### config.mk
export PLATFORM = sky130hd
export DESIGN_NAME = mlss_ctrl
export DESIGN_NICKNAME = d
export VERILOG_FILES = /design/src/rtl/core/mlss_pkg.sv /design/src/rtl/core/mlss_ctrl.sv
export SDC_FILE = /design/constraint.sdc
export NUM_CORES = 1
export LEC_CHECK = 0
export ABC_AREA = 1
export CORE_AREA = 4 4 41 43
export DETAILED_ROUTE_END_ITERATION = 7
export DIE_AREA = 0 0 45 47
export DONT_BUFFER_PORTS = 1
export HOLD_SLACK_MARGIN = 0.06
export REMOVE_ABC_BUFFERS = 1
export SYNTH_ARGS = -nofsm -noshare
export SYNTH_HDL_FRONTEND = slang
export SYNTH_SLANG_ARGS = --single-unit
### constraint.sdc
create_clock -name clock -period 1.3 [get_ports clock]
set_input_delay 0.26 -clock clock [delete_from_list [all_inputs] [get_ports clock]]
set_output_delay 0.26 -clock clock [all_outputs]
set_load 0.05 [all_outputs]
### src/rtl/core/mlss_pkg.sv
// Package: shared types and constants for the max-length subarray block.
package mlss_pkg;

   localparam int SUM_W   = 43;   // prefix sum width, wraps modulo 2^43
   localparam int VALUE_W = 32;
   localparam int LEN_W   = 11;   // width of the reported length

   typedef enum logic [2:0] {
      ST_IDLE,
      ST_SCAN,
      ST_DRAIN,
      ST_INSERT,
      ST_FINISH
   } state_type;

   typedef struct packed {
      logic accept;      // take the input beat
      logic scan_start;  // accept of an in-range element: reset scan index, clear found flag
      logic scan_issue;  // issue one table read
      logic insert;      // store the new sum if not found
      logic finish;      // emit result on last, clear for next array
   } cmd_type;

   typedef struct packed {
      logic over;        // position already at capacity
      logic scan_done;   // read being issued is the last valid entry
      logic last;        // current element ends the array
      logic rsp_busy;    // result register still occupied
   } status_type;

endpackage

### src/rtl/core/mlss_ctrl.sv
// Controller: sequences accept, table scan, insert and finish per element.
module mlss_ctrl (
   input  logic                clock,
   input  logic                reset,
   input  logic                req_tvalid,
   output logic                req_tready,
   input  mlss_pkg::status_type sts,
   output mlss_pkg::cmd_type   cmd
);

   mlss_pkg::state_type state_ff, state_in;

   always_ff @(posedge clock) begin
      if (reset) begin
         state_ff <= mlss_pkg::ST_IDLE;
      end else begin
         state_ff <= state_in;
      end
   end

   always_comb begin
      state_in   = state_ff;
      cmd        = '0;
      req_tready = 1'b0;
      case (state_ff)
         mlss_pkg::ST_IDLE: begin
            req_tready = 1'b1;
            if (req_tvalid) begin
               cmd.accept = 1'b1;
               state_in   = sts.over ? mlss_pkg::ST_FINISH : mlss_pkg::ST_SCAN;
            end
         end
         mlss_pkg::ST_SCAN: begin
            cmd.scan_issue = 1'b1;
            if (sts.scan_done) begin
               state_in = mlss_pkg::ST_DRAIN;
            end
         end
         mlss_pkg::ST_DRAIN: begin
            state_in = mlss_pkg::ST_INSERT;
         end
         mlss_pkg::ST_INSERT: begin
            cmd.insert = 1'b1;
            state_in   = mlss_pkg::ST_FINISH;
         end
         mlss_pkg::ST_FINISH: begin
            if (!(sts.last && sts.rsp_busy)) begin
               cmd.finish = 1'b1;
               state_in   = mlss_pkg::ST_IDLE;
            end
         end
         default: begin
            state_in = mlss_pkg::ST_IDLE;
         end
      endcase
      cmd.scan_start = (state_ff == mlss_pkg::ST_IDLE) && req_tvalid && !sts.over;
   end

endmodule

==> results of run 1 <==
cells in the mapped netlist:
cell      instances
o22ai_2           1
dfxtp_1           3
o21ai_0           1
nand2_1           9
nand3_1           1
nor3_1            1
nor4_1            1
nor2_1            6
a211oi_1          1
nand3_2           3
nor2_2            1
inv_1            10
nor3b_2           1
path summary, 6_finish.rpt:
check | from | endpoint | slack (ns) | cells after the start
hold / removal | reset | state_ff[1] | 0.09 | 1
hold reg to reg | state_ff[0] | state_ff[0] | 0.62 | 4
setup reg to reg | state_ff[0] | state_ff[2] | 0.16 | 7
setup / recovery | state_ff[2] | cmd[0] | -0.08 | 3
cell families after synthesis:
logic type      Yosys count  share of synthesized area, %
simple gates             23                          49.7
buf+inv                  10                          15.4
flops                     3                          24.6
compound gates            3                          10.3
metal layers:
metal  vias to the layer above  routed length [µm]  track usage [%]
li1                        154                   -                -
met1                       144                 287             7.26
met2                         5                 486             14.1
met3                         0                  31             1.53
met4                         0                   0             5.26
met5                         -                   0                0
worst max-delay path: stages (launching register included):
cell     delay [ns]
dfxtp_4        0.38
inv_4          0.06
nor4_4         0.24
buf_6          0.20
power by group through the flow:
stage | sequential, W | clock [W] | combinational [W]
finish | 0.000143 | 0.000161 | 0.000518
global placement | 0.000124 | 0 | 0.000367
global route | 0.000145 | 0.000174 | 0.000547
detailed placement | 0.000124 | 0 | 0.000370
floorplan | 0.000122 | 0 | 0.000238
CTS | 0.000138 | 0.000171 | 0.000442
layout make-up:
cell class / instances / area share, %
flip-flops and latches: 3 / 13.5
well taps: 15 / 3.68
inverters: 10 / 8.33
clock buffers: 4 / 5.15
multi-input cells: 26 / 41.7
repair buffers: 13 / 27.7
stage by stage:
stage	total power, W	util, %
finish	0.000822	39.2
global route	0.000866	39.2
CTS	0.000751	35.1
detailed placement	0.000494	26.6
global placement	0.000490	26.6
floorplan	0.000360	-
repair_timing:
action                     in CTS  in global routing
hold buffers                    0                  0
gates resized for setup        22                  9
setup endpoints to repair       6                  6
pin swaps                       3                  3
setup buffers                   3                  3
==> impl_results.md, run 1 <==
- Switching fraction of total power: 44.6%
- Largest regs: state_ff: 3 flops
- Final period util: 106%
- Post-Syn Area per Cell: 6.26 µm²
- FMAX: around 0.72 GHz
- PortBufs: 0
- Post-placement cell count: 61
- Nets@finish: 64
- Worst-path clk slew: 0.04 ns
- Vias per inst: 4.27
- Skew-Pair Late Insertion Delay: 0.23 ns
- Clock root cell: clkbuf_4
- Cell Area, Synth: 244 µm²
- TritonCTS Buffers: 3
- Setup TNS Final: -0.155 ns
- Pwr/cell area: 1610 mW/mm²
- Synthesized instance count: 39
- VDD IR max: 0.482 mV
- Register area share after synthesis: 24.6%
- Die area: 0.00212 mm²
- Final design instance area without fill: 510 µm²
- Largest net degree at the start of global routing: 6
- Die Ht: 47 µm
- Worst Setup Path Type: register to output port
- Comb power frac: 63.0%
- Initial Util: 18.8%
- TritonCTS Sinks: 3
- Synth top area share: approximately 25%
- Detail Route Antenna Nets: 0
- CTS tree: yes
- Max Cap Violations: 0
- Final std cells w/o fill: 71
- Cell Rows: 13
- Crit end category: output port
- Largest reg by FF count: state_ff
- Synth area leaders: dfxtp_1 25%, inv_1 15%, nand2_1 14%
- Initial antenna violation count: 0
- Clock power share: roughly a fifth
- P_leak: 0.240 nW
- Share of post-route cells with drive strength above 1: 67.9%
- Multi-input gate area: between 200 and 250 µm²
- Starting DRC count in detailed routing: 0
- Drt pass-1 iters: 1
- Max reg flops: 3
- Global-route wire length before repair: ~1.1 mm
- Worst hold path class: primary input to register
- Max transition margin: 84.0%
- DP HPWL: 523 µm
- Dpl cell area: 347 µm²
- Hold Violations, Final: 0
- RSZ-0062 raised after global routing: yes
- Finish-stage setup viols: 3
- Detailed-route wire length: 805 µm
- P_sw: 0.000366 W
- Failing checks: setup timing
- Io pins: 13
- Setup ws final: -0.0804 ns
- Max H-tree Level: 1
- Fillers: between 100 and 150
- Tot GR Track Use: 7.50%
- Warnings, synthesis: 0
- Flop and latch count out of synthesis: 3
- Area delta synth->final: 109%
- DRC viols: 0
- Arrival time worst endpoint: 1.12 ns
- Commonest non-fill, non-tap cells in the layout: 6 x nand2_1, 6 x buf_4, 5 x inv_1, 5 x buf_6
- Final Slew Violations: 0
- Via Count: 303
- Max Root-Sink Buffers: 2
- Synth cell types: 13
- Min Hold Slack: a little over 0.09 ns
- Setup WS pre-CTS: 0.0300 ns
- Die width: between 40 and 50 µm
- Status: finished, violations left
- Worst Setup Start Kind: register
- Fin Clk Skew: 0.00370 ns
- Total grt overflow: 0
- Core area: approximately 0.0013 mm²
- Avg WL per Cell: 11.3 µm
- Register area: slightly below 70 µm²
- Slew @ Worst Pin: 0.238 ns
- Internal Power: 0.000456 W
- Final min period: 1.38 ns
- Final GP Congestion: 0.757
- Vias in the first global route: between 200 and 300
- Worst path required time: 1.04 ns
- Largest fanout on the critical path: 4
- Share of power burned in registers: 17.4%
- Dominant cell type by area after synthesis: dfxtp_1
- N_diodes: 0
No activity file was read; power rests on OpenSTA's default activity.
==> run 2, diff against run 1 <==
--- a/config.mk
+++ b/config.mk
@@ -7,11 +7,13 @@
 export LEC_CHECK = 0
 export ABC_AREA = 1
 export CORE_AREA = 4 4 41 43
+export CTS_BUF_LIST = sky130_fd_sc_hd__clkbuf_4
 export DETAILED_ROUTE_END_ITERATION = 7
 export DIE_AREA = 0 0 45 47
 export DONT_BUFFER_PORTS = 1
 export HOLD_SLACK_MARGIN = 0.06
 export REMOVE_ABC_BUFFERS = 1
+export SKIP_LAST_GASP = 1
 export SYNTH_ARGS = -nofsm -noshare
 export SYNTH_HDL_FRONTEND = slang
 export SYNTH_SLANG_ARGS = --single-unit
==> run 2 against run 1 <==
Against the previous run:
- the run still ends with setup timing left
- clock power grew 12%
- register-to-register slack barely moved
- count of clock-buffer cells in the layout unchanged
- first-iteration DRC count unchanged
- critical path depth unchanged
- critical path type unchanged
==> impl_results.md, run 2 (same netlist as run 1, synthesis figures left out) <==
- P_leak: 0.243 nW (was 0.240 nW)
- Detail Route Antenna Nets: 0 (unchanged)
- Dpl cell area: 347 µm² (unchanged)
- Io pins: 13 (unchanged)
- Final GP Congestion: 0.757 (unchanged)
- Share of power burned in registers: 16.9% (was 17.4%)
- Largest reg by FF count: state_ff (unchanged)
- Clock root cell: clkbuf_4 (unchanged)
- Crit end category: output port (unchanged)
- TritonCTS Sinks: 3 (unchanged)
- RSZ-0062 raised after global routing: yes (unchanged)
- Clock power share: 21.6% (was 19.6%)
- Drt pass-1 iters: 1 (unchanged)
- Worst Setup Path Type: register to output port (unchanged)
- Status: finished, violations left (unchanged)
- Area delta synth->final: 109% (about the same)
- Max Cap Violations: 0 (unchanged)
- GRT Max-Usage Layer: met2 (unchanged)
- Initial antenna violation count: 0 (unchanged)
- Vias in the first global route: 284 (was 287)
- Met2 GRT Util: 14.1% (unchanged)
- Worst hold path class: primary input to register (unchanged)
- Vias per inst: 4.31 (was 4.27)
- Internal Power: 0.000476 W (was 0.000456 W)
- Starting DRC count in detailed routing: 0 (unchanged)
- Setup slack, reg-to-reg: 0.16 ns (about the same)
- Avg WL per Cell: 11.1 µm (was 11.3 µm)
- Worst path required time: 1.04 ns (about the same)
- Worst-path clk slew: 0.04 ns (about the same)
- Fillers: 142 (unchanged)
- Setup TNS Final: -0.147 ns (was -0.155 ns)
- Total grt overflow: 0 (unchanged)
- Max reg flops: 3 (unchanged)
- Failing checks: setup timing (unchanged)
- Largest net degree at the start of global routing: 6 (unchanged)
- Core area: 0.00130 mm² (unchanged)
- Initial Util: 18.8% (unchanged)
- Skew-Pair Late Insertion Delay: 0.23 ns (about the same)
- PortBufs: 0 (unchanged)
- Via Count: 306 (was 303)
- Setup ws final: -0.0776 ns (was -0.0804 ns)
- Die area: 0.00212 mm² (unchanged)
- Final period util: 106% (about the same)
- Switching fraction of total power: 43.2% (was 44.6%)
- FMAX: 0.726 GHz (was 0.724 GHz)
- P_sw: 0.000361 W (was 0.000366 W)
- DP HPWL: 523 µm (unchanged)
- Cell Rows: 13 (unchanged)
- Die Ht: 47 µm (unchanged)
- Global-route wire length before repair: 1.10 mm (was 1.11 mm)
- Largest fanout on the critical path: 4 (unchanged)
- Comb power frac: 61.4% (was 63.0%)
- Die width: 45 µm (unchanged)
- Hold Violations, Final: 0 (unchanged)
- Share of post-route cells with drive strength above 1: 67.9% (unchanged)
- Fin util: 39.1% (was 39.2%)
- Commonest non-fill, non-tap cells in the layout: 6 x inv_1, 6 x nand2_1, 6 x buf_4 (was 6 x nand2_1, 6 x buf_4, 5 x inv_1, 5 x buf_6)
- Fin Clk Skew: 0.00387 ns (was 0.00370 ns)
- Finish-stage setup viols: 4 (was 3)
- Setup WS pre-CTS: 0.0300 ns (unchanged)
- DRC viols: 0 (unchanged)
- TritonCTS Buffers: 3 (unchanged)
- Pwr/cell area: 1640 mW/mm² (was 1610 mW/mm²)
- Max transition margin: 84.0% (about the same)
- Final Slew Violations: 0 (unchanged)
- CTS tree: yes (unchanged)
- Max Root-Sink Buffers: 2 (unchanged)
- Largest regs: state_ff: 3 flops (unchanged)
- Detailed-route wire length: 789 µm (was 805 µm)
- Final design instance area without fill: 509 µm² (was 510 µm²)
- Nets@finish: 64 (unchanged)
- Met1 Usage GRT: 7.03% (was 7.26%)
- Max H-tree Level: 1 (unchanged)
- Tot GR Track Use: 7.42% (was 7.50%)
- VDD IR max: 0.478 mV (was 0.482 mV)
- Worst Setup Start Kind: register (unchanged)
- Arrival time worst endpoint: 1.12 ns (about the same)
- Final min period: 1.38 ns (about the same)
- Met3 Use GR: 1.53% (unchanged)
- Cts hold-fix bufs: 0 (unchanged)
- Slew @ Worst Pin: 0.238 ns (about the same)
- N_diodes: 0 (unchanged)
## run 2: changes by cell type in the layout (fill, tap and decap cells not counted)
cell	previous run	this run
clkbuf_1	1	0
clkbuf_4	3	4
inv_1	5	6
inv_2	3	2
nor2_2	1	2
nor2_4	3	2
## run 2: per-layer routing
layer,routed length (µm),up-vias
met5,0,-
met2,480,5
met3,31,0
li1,-,155
met1,276,146
met4,0,0
## run 2: timing repair
| action | CTS | global route |
|---|---|---|
| gates cloned | 0 | 0 |
| pin swaps | 3 | 3 |
| setup buffers | 3 | 3 |
| resized for setup | 21 | 8 |
| endpoints found under the setup margin | 6 | 6 |
## run 2: through the flow
| stage | cells | hold WS [ns] | power, W |
|---|---|---|---|
| 2_1_floorplan | 39 | 0.330 | 0.000360 |
| 3_3_place_gp | 61 | 0.330 | 0.000490 |
| 3_5_place_dp | 61 | 0.335 | 0.000494 |
| 4_1_cts | 68 | 0.0840 | 0.000770 |
| 5_1_grt | 71 | 0.0862 | 0.000882 |
| 6_report | 71 | 0.0923 | 0.000837 |
## run 2: cell type report
class | instances | area [µm²] | area share, %
repair buffers | 13 | 141 | 27.8
inverters | 10 | 42.5 | 8.35
multi-input cells | 26 | 208 | 40.8
flip-flops and latches | 3 | 68.8 | 13.5
well taps | 15 | 18.8 | 3.69
clock buffers | 4 | 30.0 | 5.90
## run 2: path summary, 6_finish.rpt
kind / start / endpoint / depth (start not counted)
worst min register to register: state_ff[2] / state_ff[0] / 3
worst max register to register: state_ff[0] / state_ff[2] / 7
worst min-delay path: reset / state_ff[1] / 1
worst max-delay path: state_ff[2] / cmd[0] / 3
## run 2: worst max-delay path, cell delays in order (launching register included)
cell     delay (ns)
dfxtp_4        0.38
inv_4          0.06
nor4_4         0.24
buf_6          0.20
## run 2: power groups by stage
stage | Combinational [W] | Clock, W | Sequential, W
finish | 0.000514 | 0.000181 | 0.000142
global route | 0.000543 | 0.000195 | 0.000144
CTS | 0.000442 | 0.000191 | 0.000137
detailed placement | 0.000370 | 0 | 0.000124
global placement | 0.000367 | 0 | 0.000124
floorplan | 0.000238 | 0 | 0.000122
